**config.mk**
```make
export PLATFORM = sky130hd
export DESIGN_NAME = strict_utf8_to_utf16_decoder_core
export DESIGN_NICKNAME = d
export VERILOG_FILES = /design/src/u8u16_pkg.sv /design/src/strict_utf8_to_utf16_decoder_core.sv
export SDC_FILE = /design/constraint.sdc
export NUM_CORES = 1
export LEC_CHECK = 0
export BUFFER_PORTS_ARGS = -buffer_cell sky130_fd_sc_hd__buf_2
export CORE_AREA = 4 4 106 88
export CTS_BUF_LIST = sky130_fd_sc_hd__clkbuf_4 sky130_fd_sc_hd__clkbuf_8
export DETAILED_ROUTE_END_ITERATION = 12
export DIE_AREA = 0 0 110 92
export GPL_TIMING_DRIVEN = 0
export HOLD_SLACK_MARGIN = 0.05
export SYNTH_ARGS = -nofsm -noshare
export SYNTH_HDL_FRONTEND = slang
export SYNTH_SLANG_ARGS = --single-unit
```
**constraint.sdc**
```tcl
create_clock -name clk -period 3.14 [get_ports clk]
set_clock_uncertainty 0.15 [all_clocks]
set_input_delay 0.314 -clock clk [delete_from_list [all_inputs] [get_ports clk]]
set_output_delay 0.314 -clock clk [all_outputs]
set_load 0.02 [all_outputs]
```
**src/u8u16_pkg.sv**
```systemverilog
// Shared types and constants for the strict UTF-8 to UTF-16 decoder.
package u8u16_pkg;

    // Result kinds
    localparam logic [1:0] KIND_UNIT   = 2'd0;
    localparam logic [1:0] KIND_ACCEPT = 2'd1;
    localparam logic [1:0] KIND_REJECT = 2'd2;

    // Most results that one input word can cause
    localparam int MAX_RESULTS = 3;
    localparam int CNT_W       = $clog2(MAX_RESULTS + 1);

    // Lead byte classification
    localparam logic [7:0] LEAD2_MASK = 8'hE0;
    localparam logic [7:0] LEAD2_VAL  = 8'hC0;
    localparam logic [7:0] LEAD3_MASK = 8'hF0;
    localparam logic [7:0] LEAD3_VAL  = 8'hE0;
    localparam logic [7:0] LEAD4_MASK = 8'hF8;
    localparam logic [7:0] LEAD4_VAL  = 8'hF0;
    localparam logic [7:0] CONT_MASK  = 8'hC0;
    localparam logic [7:0] CONT_VAL   = 8'h80;
    localparam logic [7:0] CONT_BITS  = 8'h3F;

    // Code point limits
    localparam logic [20:0] CP_MIN2     = 21'h00080;
    localparam logic [20:0] CP_MIN3     = 21'h00800;
    localparam logic [20:0] CP_MIN4     = 21'h10000;
    localparam logic [20:0] CP_SURR_LO  = 21'h0D800;
    localparam logic [20:0] CP_SURR_HI  = 21'h0DFFF;
    localparam logic [20:0] CP_MAX      = 21'h10FFFF;
    localparam logic [15:0] HI_SURR_BASE = 16'hD800;
    localparam logic [15:0] LO_SURR_BASE = 16'hDC00;
    localparam logic [15:0] HI_SURR_END  = 16'hDBFF;

    typedef struct packed {
        logic [7:0] in_byte;
        logic       end_of_string;
    } char_word_t;

    typedef struct packed {
        logic [15:0] code_unit;
        logic [1:0]  kind;
        logic        last_of_run;
    } unit_word_t;

endpackage

```
**src/strict_utf8_to_utf16_decoder_core.sv**
```systemverilog
// Strict UTF-8 to UTF-16 decoder: one byte in, up to three results out.
//
// Accepts one UTF-8 byte per word on the char channel and returns UTF-16 code
// units, followed on the final byte of each string by an accepted or rejected
// status word, on the unit channel. A byte is decoded in the cycle it is
// accepted: the sequence state updates and all results it causes (none, one
// unit, a surrogate pair, plus an optional status) are loaded into a
// three-entry result buffer, which drains one word per cycle unless stalled. A
// new byte is taken when the buffer is empty or giving up its last word, so
// bytes that make zero or one result stream at one per cycle unless stalled;
// more results hold the next byte until the last one leaves. After an error
// the rest of the string is dropped and only the rejected status is returned.
// Units already sent for a rejected string must be discarded downstream.
module strict_utf8_to_utf16_decoder_core
    import u8u16_pkg::*;
(
    input  logic       clk,
    input  logic       rst_n,
    input  logic       char_valid,
    output logic       char_stall,
    input  char_word_t char_data,
    output logic       unit_valid,
    input  logic       unit_stall,
    output unit_word_t unit_data
);

    // Decoder state
    logic [1:0]  pend_reg, pend_next;      // continuation bytes still due
    logic [1:0]  seqlen_reg, seqlen_next;  // continuation bytes in sequence
    logic [20:0] acc_reg, acc_next;        // code point so far
    logic        fail_reg, fail_next;      // current string already bad

    // Result buffer, entry 0 is the head
    unit_word_t       res_reg [MAX_RESULTS];
    unit_word_t       res_next [MAX_RESULTS];
    logic [CNT_W-1:0] cnt_reg, cnt_next;

    logic char_take;
    logic unit_take;

    assign unit_valid = (cnt_reg != '0);
    assign unit_data  = res_reg[0];
    assign unit_take  = unit_valid && !unit_stall;
    // Room when empty or the last word leaves this cycle
    assign char_stall = !((cnt_reg == '0) ||
                          ((cnt_reg == CNT_W'(1)) && !unit_stall));
    assign char_take  = char_valid && !char_stall;

    // Decode of the presented byte
    logic [7:0]  b;
    logic        eos;
    logic        fail_now;
    logic        emit;
    logic        bad;
    logic [20:0] cp;
    logic [20:0] acc_sh;
    logic [19:0] cp_off;
    logic [15:0] unit0, unit1;
    logic [1:0]  nunits;
    logic [1:0]  stat_kind;
    logic [CNT_W-1:0] nres;
    unit_word_t  dec [MAX_RESULTS];

    always_comb
    begin
        b           = char_data.in_byte;
        eos         = char_data.end_of_string;
        pend_next   = pend_reg;
        seqlen_next = seqlen_reg;
        acc_next    = acc_reg;
        fail_next   = fail_reg;
        fail_now    = 1'b0;
        emit        = 1'b0;
        bad         = 1'b0;
        cp          = '0;
        acc_sh      = {acc_reg[14:0], b[5:0]};

        if (!fail_reg)
        begin
            if (pend_reg == 2'd0)
            begin
                priority if (!b[7])
                begin
                    emit = 1'b1;
                    cp   = {13'd0, b};
                end
                else if ((b & LEAD2_MASK) == LEAD2_VAL)
                begin
                    acc_next    = {16'd0, b[4:0]};
                    pend_next   = 2'd1;
                    seqlen_next = 2'd1;
                end
                else if ((b & LEAD3_MASK) == LEAD3_VAL)
                begin
                    acc_next    = {17'd0, b[3:0]};
                    pend_next   = 2'd2;
                    seqlen_next = 2'd2;
                end
                else if ((b & LEAD4_MASK) == LEAD4_VAL)
                begin
                    acc_next    = {18'd0, b[2:0]};
                    pend_next   = 2'd3;
                    seqlen_next = 2'd3;
                end
                else
                begin
                    fail_now = 1'b1;
                end
            end
            else if ((b & CONT_MASK) != CONT_VAL)
            begin
                fail_now = 1'b1;
            end
            else if (pend_reg == 2'd1)
            begin
                // Last continuation: range checks happen here
                unique case (seqlen_reg)
                    2'd1:    bad = acc_sh < CP_MIN2;
                    2'd2:    bad = (acc_sh < CP_MIN3) ||
                                   ((acc_sh >= CP_SURR_LO) && (acc_sh <= CP_SURR_HI));
                    default: bad = (acc_sh < CP_MIN4) || (acc_sh > CP_MAX);
                endcase
                if (bad)
                begin
                    fail_now = 1'b1;
                end
                else
                begin
                    emit        = 1'b1;
                    cp          = acc_sh;
                    pend_next   = 2'd0;
                    seqlen_next = 2'd0;
                    acc_next    = '0;
                end
            end
            else
            begin
                acc_next  = acc_sh;
                pend_next = pend_reg - 2'd1;
            end
        end

        if (fail_now)
        begin
            fail_next   = 1'b1;
            pend_next   = 2'd0;
            seqlen_next = 2'd0;
            acc_next    = '0;
        end

        // Code point to one unit or a surrogate pair
        cp_off = cp[19:0] - CP_MIN4[19:0];
        unit0  = cp[15:0];
        unit1  = '0;
        nunits = 2'd0;
        if (emit)
        begin
            if (cp < CP_MIN4)
            begin
                nunits = 2'd1;
            end
            else
            begin
                unit0  = HI_SURR_BASE + {6'd0, cp_off[19:10]};
                unit1  = LO_SURR_BASE + {6'd0, cp_off[9:0]};
                nunits = 2'd2;
            end
        end

        // Truncated sequence counts as a rejection
        stat_kind = (fail_next || (pend_next != 2'd0)) ? KIND_REJECT : KIND_ACCEPT;
        nres      = CNT_W'(nunits) + CNT_W'(eos);

        if (eos)
        begin
            pend_next   = 2'd0;
            seqlen_next = 2'd0;
            acc_next    = '0;
            fail_next   = 1'b0;
        end

        for (int i = 0; i < MAX_RESULTS; i++)
        begin
            dec[i].code_unit   = '0;
            dec[i].kind        = KIND_UNIT;
            dec[i].last_of_run = (CNT_W'(i + 1) == nres);
            if (CNT_W'(i) < CNT_W'(nunits))
            begin
                dec[i].code_unit = (i == 0) ? unit0 : unit1;
            end
            else if (CNT_W'(i) == CNT_W'(nunits))
            begin
                dec[i].kind = stat_kind;
            end
        end
    end

    // Result buffer next value
    always_comb
    begin
        cnt_next = cnt_reg;
        for (int i = 0; i < MAX_RESULTS; i++)
        begin
            res_next[i] = res_reg[i];
        end
        if (char_take)
        begin
            cnt_next = nres;
            for (int i = 0; i < MAX_RESULTS; i++)
            begin
                res_next[i] = dec[i];
            end
        end
        else if (unit_take)
        begin
            cnt_next = cnt_reg - CNT_W'(1);
            for (int i = 0; i < MAX_RESULTS - 1; i++)
            begin
                res_next[i] = res_reg[i + 1];
            end
        end
    end

    always_ff @(posedge clk or negedge rst_n)
    begin
        if (!rst_n)
        begin
            pend_reg   <= 2'd0;
            seqlen_reg <= 2'd0;
            acc_reg    <= '0;
            fail_reg   <= 1'b0;
            cnt_reg    <= '0;
        end
        else
        begin
            cnt_reg <= cnt_next;
            if (char_take)
            begin
                pend_reg   <= pend_next;
                seqlen_reg <= seqlen_next;
                acc_reg    <= acc_next;
                fail_reg   <= fail_next;
            end
        end
    end

    always_ff @(posedge clk)
    begin
        for (int i = 0; i < MAX_RESULTS; i++)
        begin
            res_reg[i] <= res_next[i];
        end
    end

    // Input must hold while two or more results are queued
    a_hold_when_full: assert property (@(posedge clk) disable iff (!rst_n)
        (cnt_reg > CNT_W'(1)) |-> char_stall)
        else $error("input taken with results still queued");

    // The last queued word always closes its run
    a_last_flag: assert property (@(posedge clk) disable iff (!rst_n)
        (cnt_reg == CNT_W'(1)) |-> res_reg[0].last_of_run)
        else $error("final queued word lacks last_of_run");

    // A high surrogate is always followed by its low half
    a_pair_order: assert property (@(posedge clk) disable iff (!rst_n)
        (unit_valid && (unit_data.kind == KIND_UNIT) &&
         (unit_data.code_unit >= HI_SURR_BASE) &&
         (unit_data.code_unit <= HI_SURR_END)) |-> !unit_data.last_of_run)
        else $error("high surrogate ends a run");

    // A failed string carries no open sequence
    a_fail_clear: assert property (@(posedge clk) disable iff (!rst_n)
        fail_reg |-> ((pend_reg == 2'd0) && (seqlen_reg == 2'd0)))
        else $error("sequence state left open after error");

endmodule
```
-- After elaboration in Yosys (flattened, before gate mapping)
Memory sizes are Yosys's and may differ from the RTL's.
Cells that the tools add are included.
Widths: inputs -> output; s select.
- latch bits: 0
- memories: 1
- logic and storage cells: 142
- bits of input ports: 13
- output and inout bits: 21
- ROM bits: 0
- memory bits (writable): 57
- register bits: 22
- reductions and logical operators: 19
- $lt $le $gt $ge: 10
- add/subtract/negate cells: 6
- bitwise gates (word level): 0
- eq/ne operators: 19
- mux-type cells: 82
- shift operators: 0
- multipliers: 0
- div/mod/pow operators: 0
- memories (name ; depth ; bits a word ; read ports ; clocked after memory_dff ; write ports ; RTL line ; text):
    res_reg ; 3 ; 19 ; 3 ; 0 ; 3 ; strict_utf8_to_utf16_decoder_core.sv:34 ; unit_word_t res_reg [MAX_RESULTS];
- operators by type and width (cell ; count):
    $mux 15 ; 11
    $mux 16 ; 7
    $mux 21 ; 5
    $mux 38 ; 2
    $mux 2 ; 33
    $lt 21x17->1 const B ; 2
    $add 15x11->16 const A ; 2
    $ge 21x16->1 const B ; 1
    $gt 21x21->1 const B ; 1
    $le 21x16->1 const B ; 1
    $lt 21x12->1 const B ; 1
    $lt 21x8->1 const B ; 1
    $mux 1 ; 21
    $sub 20x17->20 const B ; 1
    $mux 19 ; 1
    $ne 4x4->1 const B ; 3
    $mux 7 ; 1
    $reduce_and 7->1 ; 1
    $eq 2x1->1 const B ; 3
    $eq 2x2->1 const A ; 3
    $logic_not 2->1 ; 3
    $ne 6x3->1 const B ; 1
    $reduce_and 6->1 ; 1
    $reduce_bool 2->1 ; 3
    other kinds (17) ; 27

-- Logic depth before layout (Yosys ltp)
- depth in word-level cells: 20
- depth in mapped cells: 12
- mapped depth without buffers: 11

-- Least setup slack after synthesis
OpenSTA, ideal clock, no wires.
- path kind: register -> register
- start point: register acc_reg[10]
- end point: register cnt_reg[1]
- required time: 2770 ps
- path slack: 169 ps
- buffers on the path: 2
- setup time: 220 ps
- stages on the path, launching flop included: 12
- arrival: 2602 ps
- clock period less this slack: 2971 ps
- cells stage by stage: dfrtp_1 or4_1 buf_2 nor4_1 a22oi_1 and2_1 clkbuf_1 a21o_1 ha_1 xnor2_1 mux2_2 a21oi_1
- longest elaborated chain between the ends: 18
- elaborated cells between the ends (all ways): 29
- those cells by class: add/sub (1); order compare (7); mux (18); reduce/logical (3)
- ends and longest elaborated chain (what ; RTL line ; text):
    start, declared ; strict_utf8_to_utf16_decoder_core.sv:30 ; logic [20:0] acc_reg, acc_next;
    start signal, assigned ; strict_utf8_to_utf16_decoder_core.sv:241 ; acc_reg <= acc_next;
    $ge 21x16->1 / $le 21x16->1 (equally long branches) ; strict_utf8_to_utf16_decoder_core.sv:120 ; ((acc_sh >= CP_SURR_LO) && (acc_sh <= CP_SURR_HI));
    $logic_and 1x1->1 ; strict_utf8_to_utf16_decoder_core.sv:120 ;
    $logic_or 1x1->1 ; strict_utf8_to_utf16_decoder_core.sv:119 ; 2'd2: bad = (acc_sh < CP_MIN3) ||
    $pmux 1 s2 ; strict_utf8_to_utf16_decoder_core.sv:117 ; unique case (seqlen_reg)
    $mux 1 ; strict_utf8_to_utf16_decoder_core.sv:114 ; else if (pend_reg == 2'd1)
    $mux 1 ; strict_utf8_to_utf16_decoder_core.sv:110 ; else if ((b & CONT_MASK) != CONT_VAL)
    $mux 1 ; strict_utf8_to_utf16_decoder_core.sv:80 ; if (pend_reg == 2'd0)
    $mux 1 ; strict_utf8_to_utf16_decoder_core.sv:78 ; if (!fail_reg)
    [... 2 more ...] ; -- ;
    $mux 21 ; strict_utf8_to_utf16_decoder_core.sv:110 ;
    $mux 21 ; strict_utf8_to_utf16_decoder_core.sv:80 ;
    $mux 21 ; strict_utf8_to_utf16_decoder_core.sv:78 ;
    $lt 21x17->1 ; strict_utf8_to_utf16_decoder_core.sv:158 ; if (cp < CP_MIN4)
    $mux 2 ; strict_utf8_to_utf16_decoder_core.sv:158 ;
    $mux 2 (*) ; strict_utf8_to_utf16_decoder_core.sv:156 ; if (emit)
    $add 2x1->2 (*) ; strict_utf8_to_utf16_decoder_core.sv:172 ; nres = CNT_W'(nunits) + CNT_W'(eos);
    $mux 2 (*) ; strict_utf8_to_utf16_decoder_core.sv:206 ; if (char_take)
    end signal, assigned ; strict_utf8_to_utf16_decoder_core.sv:236 ; cnt_reg <= cnt_next;
    end, declared ; strict_utf8_to_utf16_decoder_core.sv:36 ; logic [CNT_W-1:0] cnt_reg, cnt_next;
Every way passes the cells marked *; elsewhere a longest branch is shown, timed or not. The select of a mux whose other input is x is not followed.
A chain may end at the register's enable or synchronous reset.

==> results.tsv <==
metric	value	unit
synthFlopType	edfxtp_1	
layoutNonFillerInstCount	519	
synth_seq_cells	69	
fillCellCount	781	
synth_edf_count	47	
mostFrequentLayoutCells	54 x nand2_1, 47 x edfxtp_1, 34 x buf_2	
syn_area	3640	sq um
via_count	2773	
via_per_inst	5.34	
ctsRootBufferMaster	clkbuf_8	
worst_r2r_startpoint	acc_reg[10]$_DFFE_PN0P_	
slew_viol_final	0	
post_cts_buffers	0	
slew-limit-headroom	44.0	%
post_drt_wl_per_cell	16.5	um
yosysWarnings	0	
worst-path-max-fanout	6	
postSynthAreaPerCell	10.4	sq um
crit_type	flip-flop to flip-flop	
grt_pass1_wl	13500	um
dp_worst_setup_slack	-0.269	ns
grt_use_total	17.8	%
numCtsBuffers	9	
ys_seq_area_share	54.0	%
required	3.10	ns
power_density	925	nW/um^2
crit_arrival	2.97	ns
cap_violations	0	
internal-power	0.00238	W
largest_register_ffs	47	
setup_slack	0.124	ns
status	finished clean	
power_frac_seq	39.2	%
worst_setup_path_end_kind	flip-flop	
totalWireLength	8550	um
cts_buffer_depth	2	
postSynthCellCount	348	
antenna_found_initial	0	
ant_nets	0	
place.gp.congestion	0.864	
fin_crit	3.02	ns
drc	0	
crit_path_start_kind	flip-flop	
final_common_cell	nand2_1	
cellLeakagePower	1.79	nW
async_flop_share	31.9	%
cts_tree	yes	
start_util	43.8	%
tightest_slew	0.832	ns
rsz0062_at_grt	false	
power_frac_clock	16.8	%
drtIter0Drc	191	
hold_start	char_data[1]	
grt_pass1_vias	2536	
hp-class	input pin to flip-flop	
cts-htree-levels	3	
rows	30	
holdWs	0.0721	ns
cts.clk_slew.worst_paths	0.07	ns
min_period_over_period	96.1	%
overflow	0	
io_buffers	32	
insertion_delay	0.35	ns
hold_viol	0	
die_h	92	um
area_growth	17.5	%
comb_power_share	44.0	%
insertedDiodeCount	0	
synth_cell_types	50	
swShare	39.9	%
io_pins	34	
cts.sinks	69	
die_area	10100	sq um
die_w	110	um
switchingPower	0.00158	W
vdd_ir_drop_max	0.376	mV
startpoint	acc_reg[10]$_DFFE_PN0P_	
setup_viol	0	
nets	424	
totalPowerFinal	0.00395	W
fmax	0.332	GHz
dp.cells	503	
coreArea	8300	sq um
firstDrtPassIters	5	
dpl.hpwl	6030	um
drive_above_1_share	21.4	%
grt_max_degree	24	
cells in the mapped netlist, drive strengths merged (2+ instances only):
master	count	area, sq um
a21o	5	37.5
or4	3	22.5
a31oi	6	37.5
clkbuf	14	53.8
and2	3	18.8
nand2	54	203
nor4	5	31.3
a221o	3	30.0
nor2	20	82.6
o21ai	21	105
o22ai	2	12.5
dfrtp	22	551
and3	2	12.5
nor3	4	25.0
nand3	6	30.0
o2bb2ai	5	43.8
ha	9	113
buf	21	168
o41ai	2	17.5
a32o	3	30.0
a21oi	19	95.1
nand2b	3	18.8
mux2i	11	110
edfxtp	47	1410
xnor2	3	26.3
nor2b	7	43.8
inv	22	82.6
o31ai	4	30.0
a22o	7	61.3
power groups by stage:
stage          Clock [W]  Sequential [W]  Combinational, W
4_1_cts         0.000684         0.00155           0.00167
3_5_place_dp           0         0.00157           0.00164
6_report        0.000665         0.00155           0.00174
3_3_place_gp           0         0.00157           0.00159
2_1_floorplan          0         0.00150           0.00120
5_1_grt         0.000721         0.00158           0.00191
worst paths after layout:
kind / end / slack, ns / cells past startpoint
max in group asynchronous: acc_reg[0]$_DFFE_PN0P_ / 2.12 / 2
hold reg to reg: res_reg[0][0]$_DFFE_PP_ / 0.37 / 2
min in group asynchronous: cnt_reg[0]$_DFFE_PN0P_ / 0.34 / 2
setup / recovery: res_reg[0][21]$_DFFE_PP_ / 0.12 / 7
setup reg to reg: res_reg[0][21]$_DFFE_PP_ / 0.12 / 7
hold / removal: acc_reg[0]$_DFFE_PN0P_ / 0.07 / 2
logic make-up (layout without fill, tap and decap cells):
kind of cell | count (synthesis) | count (layout) | share of synthesized area [%]
AO/OA/AOI/OAI | 84 | 84 | 15.8
XOR/XNOR | 3 | 3 | 0.723
adder cells (fa/ha/maj) | 9 | 9 | 3.10
buffers and inverters | 57 | 106 | 8.36
flip-flops | 69 | 69 | 54.0
multiplexers | 12 | 12 | 3.34
other | 1 | 11 | 0.103
AND/OR/NAND/NOR | 113 | 113 | 14.7
through the flow:
step           utilization, %  TNS, ns  cell area [sq um]
2_1_floorplan               -        0               3670
3_3_place_gp             47.9   -16.72               3970
3_5_place_dp             48.4    -4.81               4010
4_1_cts                  51.0        0               4230
5_1_grt                  51.5        0               4270
6_report                 51.5        0               4270
critical path, stage by stage, from the launching register on:
cell      delay [ns]
dfrtp_1         0.43
or4_1           0.52
buf_2           0.19
xnor2_2         0.17
a311oi_2        0.32
a31oi_4         0.18
or4_4           0.60
a22o_1          0.22
what timing repair did:
item,CTS,global route
hold buffers,1,0
endpoints found under the hold margin,22,0
pin swaps,0,1
setup endpoints to repair,27,11
resized for setup,5,9
final cells by class:
cell class | count | area [sq um] | area share (%)
multi-input combinational | 232 | 1490 | 34.9
inverter | 22 | 82.6 | 1.93
clock inverter | 5 | 37.5 | 0.878
timing repair buffer | 34 | 198 | 4.63
sequential | 69 | 1960 | 45.9
buffer | 34 | 219 | 5.12
clock buffer | 11 | 145 | 3.40
tap | 112 | 140 | 3.28
metal layers:
layer	up-vias	GRT usage (%)	wire [um]
li1	1328	-	-
met1	1339	26.5	4150
met2	93	25.7	3780
met3	13	5.00	531
met4	0	4.05	88
met5	-	0	0
Power figures use the tool's default switching activity.
